===== src/rtl/rv32ie_pkg.sv =====
// ----------------------------------------------------------------------------
// rv32ie_pkg
// shared types, codes and memory geometry of the rv32i execute unit
// ----------------------------------------------------------------------------
`default_nettype none

package rv32ie_pkg;

    // data memory geometry
    localparam int unsigned MEM_BYTES  = 65536;
    localparam int unsigned MEM_ROWS   = (MEM_BYTES + 3) / 4;
    localparam int unsigned MEM_ADDR_W = $clog2(MEM_BYTES);
    localparam int unsigned MEM_ROW_W  = $clog2(MEM_ROWS);

    // highest legal start address for each access size
    localparam logic [31:0] LIMIT_BYTE = 32'(MEM_BYTES - 1);
    localparam logic [31:0] LIMIT_HALF = 32'(MEM_BYTES - 2);
    localparam logic [31:0] LIMIT_WORD = 32'(MEM_BYTES - 4);

    localparam int unsigned REG_COUNT = 32;

    // opcode classes
    localparam logic [3:0] OPC_LUI    = 4'd0;
    localparam logic [3:0] OPC_AUIPC  = 4'd1;
    localparam logic [3:0] OPC_JAL    = 4'd2;
    localparam logic [3:0] OPC_JALR   = 4'd3;
    localparam logic [3:0] OPC_BRANCH = 4'd4;
    localparam logic [3:0] OPC_LOAD   = 4'd5;
    localparam logic [3:0] OPC_STORE  = 4'd6;
    localparam logic [3:0] OPC_OPIMM  = 4'd7;
    localparam logic [3:0] OPC_OP     = 4'd8;
    localparam logic [3:0] OPC_SYSTEM = 4'd9;

    // branch funct3
    localparam logic [2:0] F3_BEQ  = 3'd0;
    localparam logic [2:0] F3_BNE  = 3'd1;
    localparam logic [2:0] F3_BLT  = 3'd4;
    localparam logic [2:0] F3_BGE  = 3'd5;
    localparam logic [2:0] F3_BLTU = 3'd6;
    localparam logic [2:0] F3_BGEU = 3'd7;

    // load and store funct3
    localparam logic [2:0] F3_LB  = 3'd0;
    localparam logic [2:0] F3_LH  = 3'd1;
    localparam logic [2:0] F3_LW  = 3'd2;
    localparam logic [2:0] F3_LBU = 3'd4;
    localparam logic [2:0] F3_LHU = 3'd5;
    localparam logic [2:0] F3_SB  = 3'd0;
    localparam logic [2:0] F3_SH  = 3'd1;
    localparam logic [2:0] F3_SW  = 3'd2;

    // alu funct3
    localparam logic [2:0] F3_ADD  = 3'd0;
    localparam logic [2:0] F3_SLL  = 3'd1;
    localparam logic [2:0] F3_SLT  = 3'd2;
    localparam logic [2:0] F3_SLTU = 3'd3;
    localparam logic [2:0] F3_XOR  = 3'd4;
    localparam logic [2:0] F3_SR   = 3'd5;
    localparam logic [2:0] F3_OR   = 3'd6;
    localparam logic [2:0] F3_AND  = 3'd7;

    // access size, coded as index of the last byte
    localparam logic [1:0] LAST_BYTE = 2'd0;
    localparam logic [1:0] LAST_HALF = 2'd1;
    localparam logic [1:0] LAST_WORD = 2'd3;

    // environment call codes and their registers
    localparam logic [31:0] ECALL_PRINT_INT  = 32'd1;
    localparam logic [31:0] ECALL_EXIT       = 32'd10;
    localparam logic [31:0] ECALL_PRINT_CHAR = 32'd11;
    localparam logic [31:0] ECALL_EXIT_CODE  = 32'd17;
    localparam logic [4:0]  REG_A0 = 5'd10;
    localparam logic [4:0]  REG_A7 = 5'd17;

    // result status
    localparam logic [1:0] ST_OK      = 2'd0;
    localparam logic [1:0] ST_ILLEGAL = 2'd1;
    localparam logic [1:0] ST_FAULT   = 2'd2;
    localparam logic [1:0] ST_HALTED  = 2'd3;

    // console kind
    localparam logic [1:0] CON_NONE = 2'd0;
    localparam logic [1:0] CON_INT  = 2'd1;
    localparam logic [1:0] CON_CHAR = 2'd2;

    typedef struct packed {
        logic        command;
        logic [3:0]  opcode_class;
        logic [2:0]  funct3;
        logic        alternate_bit;
        logic [4:0]  dest_reg;
        logic [4:0]  source_reg_one;
        logic [4:0]  source_reg_two;
        logic [31:0] immediate;
        logic [13:0] preload_word_index;
        logic [31:0] preload_data;
    } item_t;

    typedef struct packed {
        logic                  rd;
        logic                  wr;
        logic [MEM_ADDR_W-1:0] addr;
        logic [1:0]            last_byte;
        logic [2:0]            funct3;
        logic [31:0]           wdata;
    } mem_req_t;

    typedef struct packed {
        logic [1:0]  status;
        logic [31:0] npc;
        logic [31:0] faddr;
        logic [1:0]  ckind;
        logic [31:0] cval;
        logic        wr;
        logic [31:0] wval;
        logic        is_load;
        logic        halt_set;
        logic        exit_set;
    } exec_res_t;

    typedef struct packed {
        logic        en;
        logic [4:0]  addr;
        logic [31:0] data;
    } rf_wr_t;

endpackage

`default_nettype wire


===== src/rtl/rv32ie_ram.sv =====
// ----------------------------------------------------------------------------
// rv32ie_ram
// generic simple dual port ram, one write and one registered read port
// ----------------------------------------------------------------------------
`default_nettype none

module rv32ie_ram #(
    parameter int unsigned WIDTH = 8,
    parameter int unsigned DEPTH = 1024
) (
    input  wire logic                     clk,
    input  wire logic                     we,
    input  wire logic [$clog2(DEPTH)-1:0] waddr,
    input  wire logic [WIDTH-1:0]         wdata,
    input  wire logic                     re,
    input  wire logic [$clog2(DEPTH)-1:0] raddr,
    output logic      [WIDTH-1:0]         rdata
);

    logic [WIDTH-1:0] mem_reg [DEPTH];

    always_ff @(posedge clk)
    begin
        if (we)
        begin
            mem_reg[waddr] <= wdata;
        end
        if (re)
        begin
            rdata <= mem_reg[raddr];
        end
    end

endmodule

`default_nettype wire


===== src/rtl/rv32ie_regfile.sv =====
// ----------------------------------------------------------------------------
// rv32ie_regfile
// 32 x 32 register file, two registered read ports that track later writes
// ----------------------------------------------------------------------------
`default_nettype none

module rv32ie_regfile (
    input  wire logic                clk,
    input  wire logic                rst_n,
    input  wire logic                rd_en,
    input  wire logic [4:0]          raddr1,
    input  wire logic [4:0]          raddr2,
    input  wire rv32ie_pkg::rf_wr_t  wr,
    output logic      [31:0]         rdata1,
    output logic      [31:0]         rdata2
);

    logic [31:0] q1;
    logic [31:0] q2;
    logic [31:0] valid_reg;
    logic [4:0]  addr1_reg;
    logic [4:0]  addr2_reg;
    logic [4:0]  src1;
    logic [4:0]  src2;
    logic        vld1_reg;
    logic        vld2_reg;
    logic        use1_reg;
    logic        use2_reg;
    logic [31:0] fix1_reg;
    logic [31:0] fix2_reg;

    rv32ie_ram #(
        .WIDTH (32),
        .DEPTH (rv32ie_pkg::REG_COUNT)
    ) u_bank1 (
        .clk   (clk),
        .we    (wr.en),
        .waddr (wr.addr),
        .wdata (wr.data),
        .re    (rd_en),
        .raddr (raddr1),
        .rdata (q1)
    );

    rv32ie_ram #(
        .WIDTH (32),
        .DEPTH (rv32ie_pkg::REG_COUNT)
    ) u_bank2 (
        .clk   (clk),
        .we    (wr.en),
        .waddr (wr.addr),
        .wdata (wr.data),
        .re    (rd_en),
        .raddr (raddr2),
        .rdata (q2)
    );

    // address the held read belongs to, new one on a read
    assign src1 = rd_en ? raddr1 : addr1_reg;
    assign src2 = rd_en ? raddr2 : addr2_reg;

    always_ff @(posedge clk or negedge rst_n)
    begin
        if (!rst_n)
        begin
            valid_reg <= '0;
            addr1_reg <= '0;
            addr2_reg <= '0;
            vld1_reg  <= 1'b0;
            vld2_reg  <= 1'b0;
            use1_reg  <= 1'b0;
            use2_reg  <= 1'b0;
        end
        else
        begin
            if (wr.en)
            begin
                valid_reg[wr.addr] <= 1'b1;
            end
            if (rd_en)
            begin
                addr1_reg <= raddr1;
                addr2_reg <= raddr2;
                vld1_reg  <= valid_reg[raddr1];
                vld2_reg  <= valid_reg[raddr2];
            end
            // a write landing after the array read overrides the read data
            if (wr.en && wr.addr == src1)
            begin
                use1_reg <= 1'b1;
            end
            else if (rd_en)
            begin
                use1_reg <= 1'b0;
            end
            if (wr.en && wr.addr == src2)
            begin
                use2_reg <= 1'b1;
            end
            else if (rd_en)
            begin
                use2_reg <= 1'b0;
            end
        end
    end

    always_ff @(posedge clk)
    begin
        if (wr.en && wr.addr == src1)
        begin
            fix1_reg <= wr.data;
        end
        if (wr.en && wr.addr == src2)
        begin
            fix2_reg <= wr.data;
        end
    end

    assign rdata1 = use1_reg ? fix1_reg : (vld1_reg ? q1 : 32'd0);
    assign rdata2 = use2_reg ? fix2_reg : (vld2_reg ? q2 : 32'd0);

endmodule

`default_nettype wire


===== config.mk =====
export PLATFORM = sky130hd
export DESIGN_NAME = rv32ie_regfile
export DESIGN_NICKNAME = d
export VERILOG_FILES = /design/src/rtl/rv32ie_pkg.sv /design/src/rtl/rv32ie_ram.sv /design/src/rtl/rv32ie_regfile.sv
export SDC_FILE = /design/constraint.sdc
export NUM_CORES = 1
export LEC_CHECK = 0
export BUFFER_PORTS_ARGS = -buffer_cell sky130_fd_sc_hd__buf_2
export CAP_MARGIN = 15
export CORE_UTILIZATION = 55
export CTS_CLUSTER_DIAMETER = 40
export DETAILED_ROUTE_END_ITERATION = 10
export GPL_TIMING_DRIVEN = 0
export PLACE_DENSITY = 0.83
export SETUP_SLACK_MARGIN = 0.2
export SLEW_MARGIN = 20
export SYNTH_ARGS = -nofsm -noshare
export SYNTH_HDL_FRONTEND = slang
export SYNTH_SLANG_ARGS = --single-unit

===== constraint.sdc =====
create_clock -name clk -period 4.95 [get_ports clk]
set_input_delay 0.99 -clock clk [delete_from_list [all_inputs] [get_ports clk]]
set_output_delay 0.99 -clock clk [all_outputs]
set_load 0.02 [all_outputs]

Word level (Yosys, flattened, before mapping)

Memory sizes are Yosys's and may differ from the RTL's. A register that Yosys moved wholly into a read port is not among the register bits.
Cells that the tools add are included.

Order comparisons: 4
Eq/ne operators: 2
Mux-type cells: 17
Bitwise logic cells: 1
Reduce and logical (&&, ||, !) cells: 5

Operator list:

| kind                                                                                 | count |
|---|---|
| 32-bit two-way mux                                                                   | 4 |
| 32-bit bitwise OR                                                                    | 1 |
| 5-bit by 6-bit < comparator with 1-bit output (second input constant)                | 3 |
| 1-bit binary-select mux with 5-bit select                                            | 2 |
| 5-bit == test                                                                        | 2 |
| 5-bit two-way mux                                                                    | 2 |
| 1-bit two-way mux                                                                    | 8 |
| 1-bit demux with 5-bit select                                                        | 1 |
| 5-bit by 1-bit greater-or-equal comparator with 1-bit output (second input constant) | 1 |
| 2-bit nonzero test                                                                   | 2 |
| 1-bit logical AND                                                                    | 3 |

Register bits: 110
Bits in writable memories: 2048
Input bits: 51
Output and inout port bits: 64
Memories kept: 2

Memory list:

| name            | depth | bits a word | rd ports | clocked after Yosys merged registers in | write ports | RTL line         | text |
|---|---|---|---|---|---|---|---|
| u_bank1.mem_reg | 32    | 32          | 1        | 1                                       | 1           | rv32ie_ram.sv:20 | `logic [WIDTH-1:0] mem_reg [DEPTH];` |
| u_bank2.mem_reg | 32    | 32          | 1        | 1                                       | 1           | rv32ie_ram.sv:20 |  |

Logic depth before layout (Yosys ltp)

Depth after elaboration: 5
Gate-level depth with buffers: 7
Depth with buffers taken out: 4

By module

Synthesis repeated with hierarchy kept, for this count alone.

Cells, all modules: 4865
Area, all modules: 86629.3 um^2

By module, submodules not included:

| module         | times used | cells an instance | area each (um^2) | seq. area each (um^2) |
|---|---|---|---|---|
| rv32ie_ram     | 2          | 2260              | 40805.4          | 31710.4 |
| rv32ie_regfile | 1          | 345               | 5018.6           | 3072.9 |

Worst setup path after synthesis

Ideal clock, no wire load.

Kind: input to register
From: input raddr1[1]
To: register fix1_reg[0] (enable)
Setup time: 0.461 ns
Arrival: 4.424 ns
Data required time: 4.489 ns
Setup slack: 0.065 ns
Stages: 7
Buffers on the path: 3
Path through: clkbuf_1 clkbuf_1 buf_2 mux2_2 xnor2_1 nand4_1 nor3_1

Word-level cells in the longest chain between the ends: 3

RTL lines:

| item                   | RTL line              | text |
|---|---|---|
| start: declaration     | rv32ie_regfile.sv:11  | `input wire logic [4:0] raddr1,` |
| 5-bit two-way mux      | --                    |  |
| named net src1[1]      | rv32ie_regfile.sv:23  | `logic [4:0] src1;` |
| 5-bit == test          | rv32ie_regfile.sv:109 | `if (wr.en && wr.addr == src1)` |
| 1-bit logical AND      | rv32ie_regfile.sv:109 |  |
| end signal: assignment | rv32ie_regfile.sv:111 | `fix1_reg <= wr.data;` |
| end: declaration       | rv32ie_regfile.sv:29  | `logic [31:0] fix1_reg;` |

The timed path passes the listed nets, and every way through them passes these cells.
A chain may end at the register's enable or synchronous reset.

Worst setup path after layout

From: register use1_reg
To: output rdata1[15]

Word-level cells in the longest chain between the ends: 1

RTL lines:

| item                     | RTL line              | text |
|---|---|---|
| start: declaration       | rv32ie_regfile.sv:27  | `logic use1_reg;` |
| start signal: assignment | rv32ie_regfile.sv:71  | `use1_reg <= 1'b0;` |
| start signal: assignment | rv32ie_regfile.sv:90  | `use1_reg <= 1'b1;` |
| start signal: assignment | rv32ie_regfile.sv:94  | `use1_reg <= 1'b0;` |
| 32-bit two-way mux       | rv32ie_regfile.sv:119 | `assign rdata1 = use1_reg ? fix1_reg : (vld1_reg ? q1 : 32'd0);` |
| end: declaration         | rv32ie_regfile.sv:14  | `output logic [31:0] rdata1,` |

No other way between the ends.

==> impl_metrics.yaml <==
clocking:
  post_cts_buffers: 0
  insertion_delay_ps: 780
  htreeDepth: 4
  clock-sinks: 1198
  cts_buffers: 144
  hold_buffers: 0
  cts.path.max_buffers: 3
  ctsResizeCount: 0
  clkTransAtPathRegs_ps: 60
  root_buffer: "clkbuf_16"
  cts_tree: "done"
setup_path:
  cp_top_family: "buffers and inverters"
  crit_top_cell: "clkbuf_1"
  slowest_delay_ps: 960
  crit_start: "use1_reg"
  rrSetupSlack_ps: 2200
  crit_cells: 5
  r2r_cells: 6
  cp.required_ps: 3960
  endpoint_kind: "output pin"
  path_cells: "clkbuf_1, nor2_1, clkbuf_1, a22o_1, buf_2"
  arrival_ps: 3800
  path_max_fanout: 12
  worstSetupPathType: "reg2out"
  endpoint: "rdata1[15]"
  r2r_end: "fix1_reg[12]"
  rr_startpoint: "addr1_reg[4]"
  crit_slowest_cell: "clkbuf_1"
  cp.buffers_inverters: 3
  cp-start-kind: "flip-flop"
global_route:
  grt_usage_pct: 38.1
  grt_pass1_vias: 33396
  grt-ovfl-total: 0
  antenna_found_initial: 23
  grt_pass1_wl_microns: 254000
  grt_start_max_net_pins: 47
timing:
  worst_pin_slew_ps: 1310
  drv_slew: 0
  setup-tns-final_ps: 0
  clock_skew_ps: 41.9
  rsz0062_at_grt: "false"
  timing.final.hold_violations: 0
  finalSetupViolCount: 0
  fin_crit_ps: 4790
  max-slew-margin-rel_pct: 12.7
  final.setup.worst_slack_ps: 161
  hold_ws_ps: 231
  period_share_pct: 96.7
  fmax_ghz: 0.209
synth:
  synth_cells: 2318
  ys_ff_latch: 1198
  ys_types: 34
  synth_area_sq_mm: 0.0536
  synth_ff_type: "edfxtp_1"
  yosysWarningCount: 0
  ys_seq_area_share_pct: 66.7
  synth_edf_count: 1152
  synth-async-reset-ratio_pct: 3.84
  syn_avg_cell_area_sq_um: 23.1
  syn_nets: 2369
die:
  dieArea_sq_mm: 0.0987
  start_util_pct: 55.5
  fp.dieH_microns: 314
  ios: 115
  rows: 114
  die_x_microns: 314
  coreArea_sq_mm: 0.0966
place:
  place_inst: 3765
  placed_cell_area_sq_mm: 0.0576
  pre_cts_ws_ps: 201
  dpl.hpwl_microns: 117000
  port_buffers: 101
  place_congestion: 0.907
layout:
  final_util_pct: 64.7
  num-nets-final: 2686
  final_layout_size_suffix_gt1_share_pct: 46.5
  synthToLayoutAreaGrowth_pct: 16.6
  seq_area_sq_mm: 0.0357
  fin_area_sq_mm: 0.0625
  largest_reg_flops: 992
  fin_cells: 4043
  fillers: 5698
  multi_input_area_sq_mm: 0.0172
run_status:
  status: "finished clean"
route:
  drt_iter0_markers: 6909
  drc: 0
  viasPerCell: 8.14
  wire_per_inst_microns: 46.3
  antenna_left: 0
  route.vias.total: 32906
  routed_wl_microns: 187000
  drtPass1Iterations: 7
pwr:
  ir_worst_vdd_uv: 384
  power.total_mw: 24.9
  p_per_area_mw_per_mm2: 398
  leakage_nw: 20.0
worst_hold_path:
  hold_class: "in2async"
flow_run:
  cap_violations: 0
## cells in the final DEF, fill, tap and decap left out, types with 19 or more instances in the layout
cell type  count
diode_2       20
clkbuf_1     107
a22o_1        62
nor2_4        32
inv_6         21
mux4_2       652
buf_2        131
clkbuf_16    151
buf_12        30
or2_2         32
mux2_2        73
buf_4         23
buf_16        35
dfrtp_1       46
clkbuf_2      19
edfxtp_1    1152
## where the power goes
part | leakage (nW) | internal (mW) | switching (mW)
clock network | 2.34 | 6.28 | 4.56
logic | 6.71 | 1.00 | 1.51
registers | 11.0 | 11.4 | 0.156
## layout make-up
class	instances	area share (%)
Sequential cell	1198	57.2
Multi-Input combinational cell	932	27.5
Clock buffer	162	6.11
Timing Repair Buffer	171	3.44
Tap cell	1276	2.55
Clock inverter	96	1.62
Buffer	182	1.43
Antenna cell	20	0.0801
Inverter	6	0.0360
## synth_stat cells, drive strengths merged, types with 2 or more instances
cell / number / area [sq um]
nor2b: 5 / 31.3
a22o: 62 / 543
nand3b: 5 / 37.5
edfxtp: 1152 / 34600
xnor2: 7 / 61.3
clkbuf: 113 / 424
or3: 4 / 25.0
mux2i: 15 / 150
xor2: 3 / 26.3
dfrtp: 46 / 1150
nor3: 2 / 10.0
nand3: 3 / 15.0
nand4: 2 / 12.5
a22oi: 2 / 15.0
o32ai: 2 / 17.5
a31oi: 3 / 18.8
or2: 32 / 200
mux4: 652 / 14700
nand2: 7 / 26.3
inv: 6 / 22.5
mux2: 73 / 822
o21ai: 5 / 25.0
buf: 69 / 444
or3b: 2 / 17.5
nor2: 39 / 146
a221oi: 2 / 17.5
## worst min-delay path by stage
stage	startpoint	endpoint	slack [ps]	cells past startpoint
after global placement	valid_reg[5]	valid_reg[5]	470	1
final	rst_n	addr2_reg[4]	230	1
after global routing	rst_n	addr2_reg[4]	280	1
after CTS	rst_n	valid_reg[0]	430	1
after floorplan	valid_reg[22]	valid_reg[22]	450	1
after detailed placement	valid_reg[0]	valid_reg[0]	480	1
## logic make-up after synthesis
group | count (synthesis) | synth area share, %
xor+xnor | 10 | 0.163
mux | 740 | 29.2
simple gates | 104 | 1.02
flops | 1198 | 66.7
compound gates | 78 | 1.21
buf+inv | 188 | 1.66
## routing by layer
metal	global-route usage (%)	up-vias	share of wire, %
met5	0	-	0.082
met4	27.7	18	8.7
met3	16.0	1119	17
met2	56.9	4198	46
met1	44.6	16552	29
li1	-	11019	-
(Power assumes the default switching activity.)
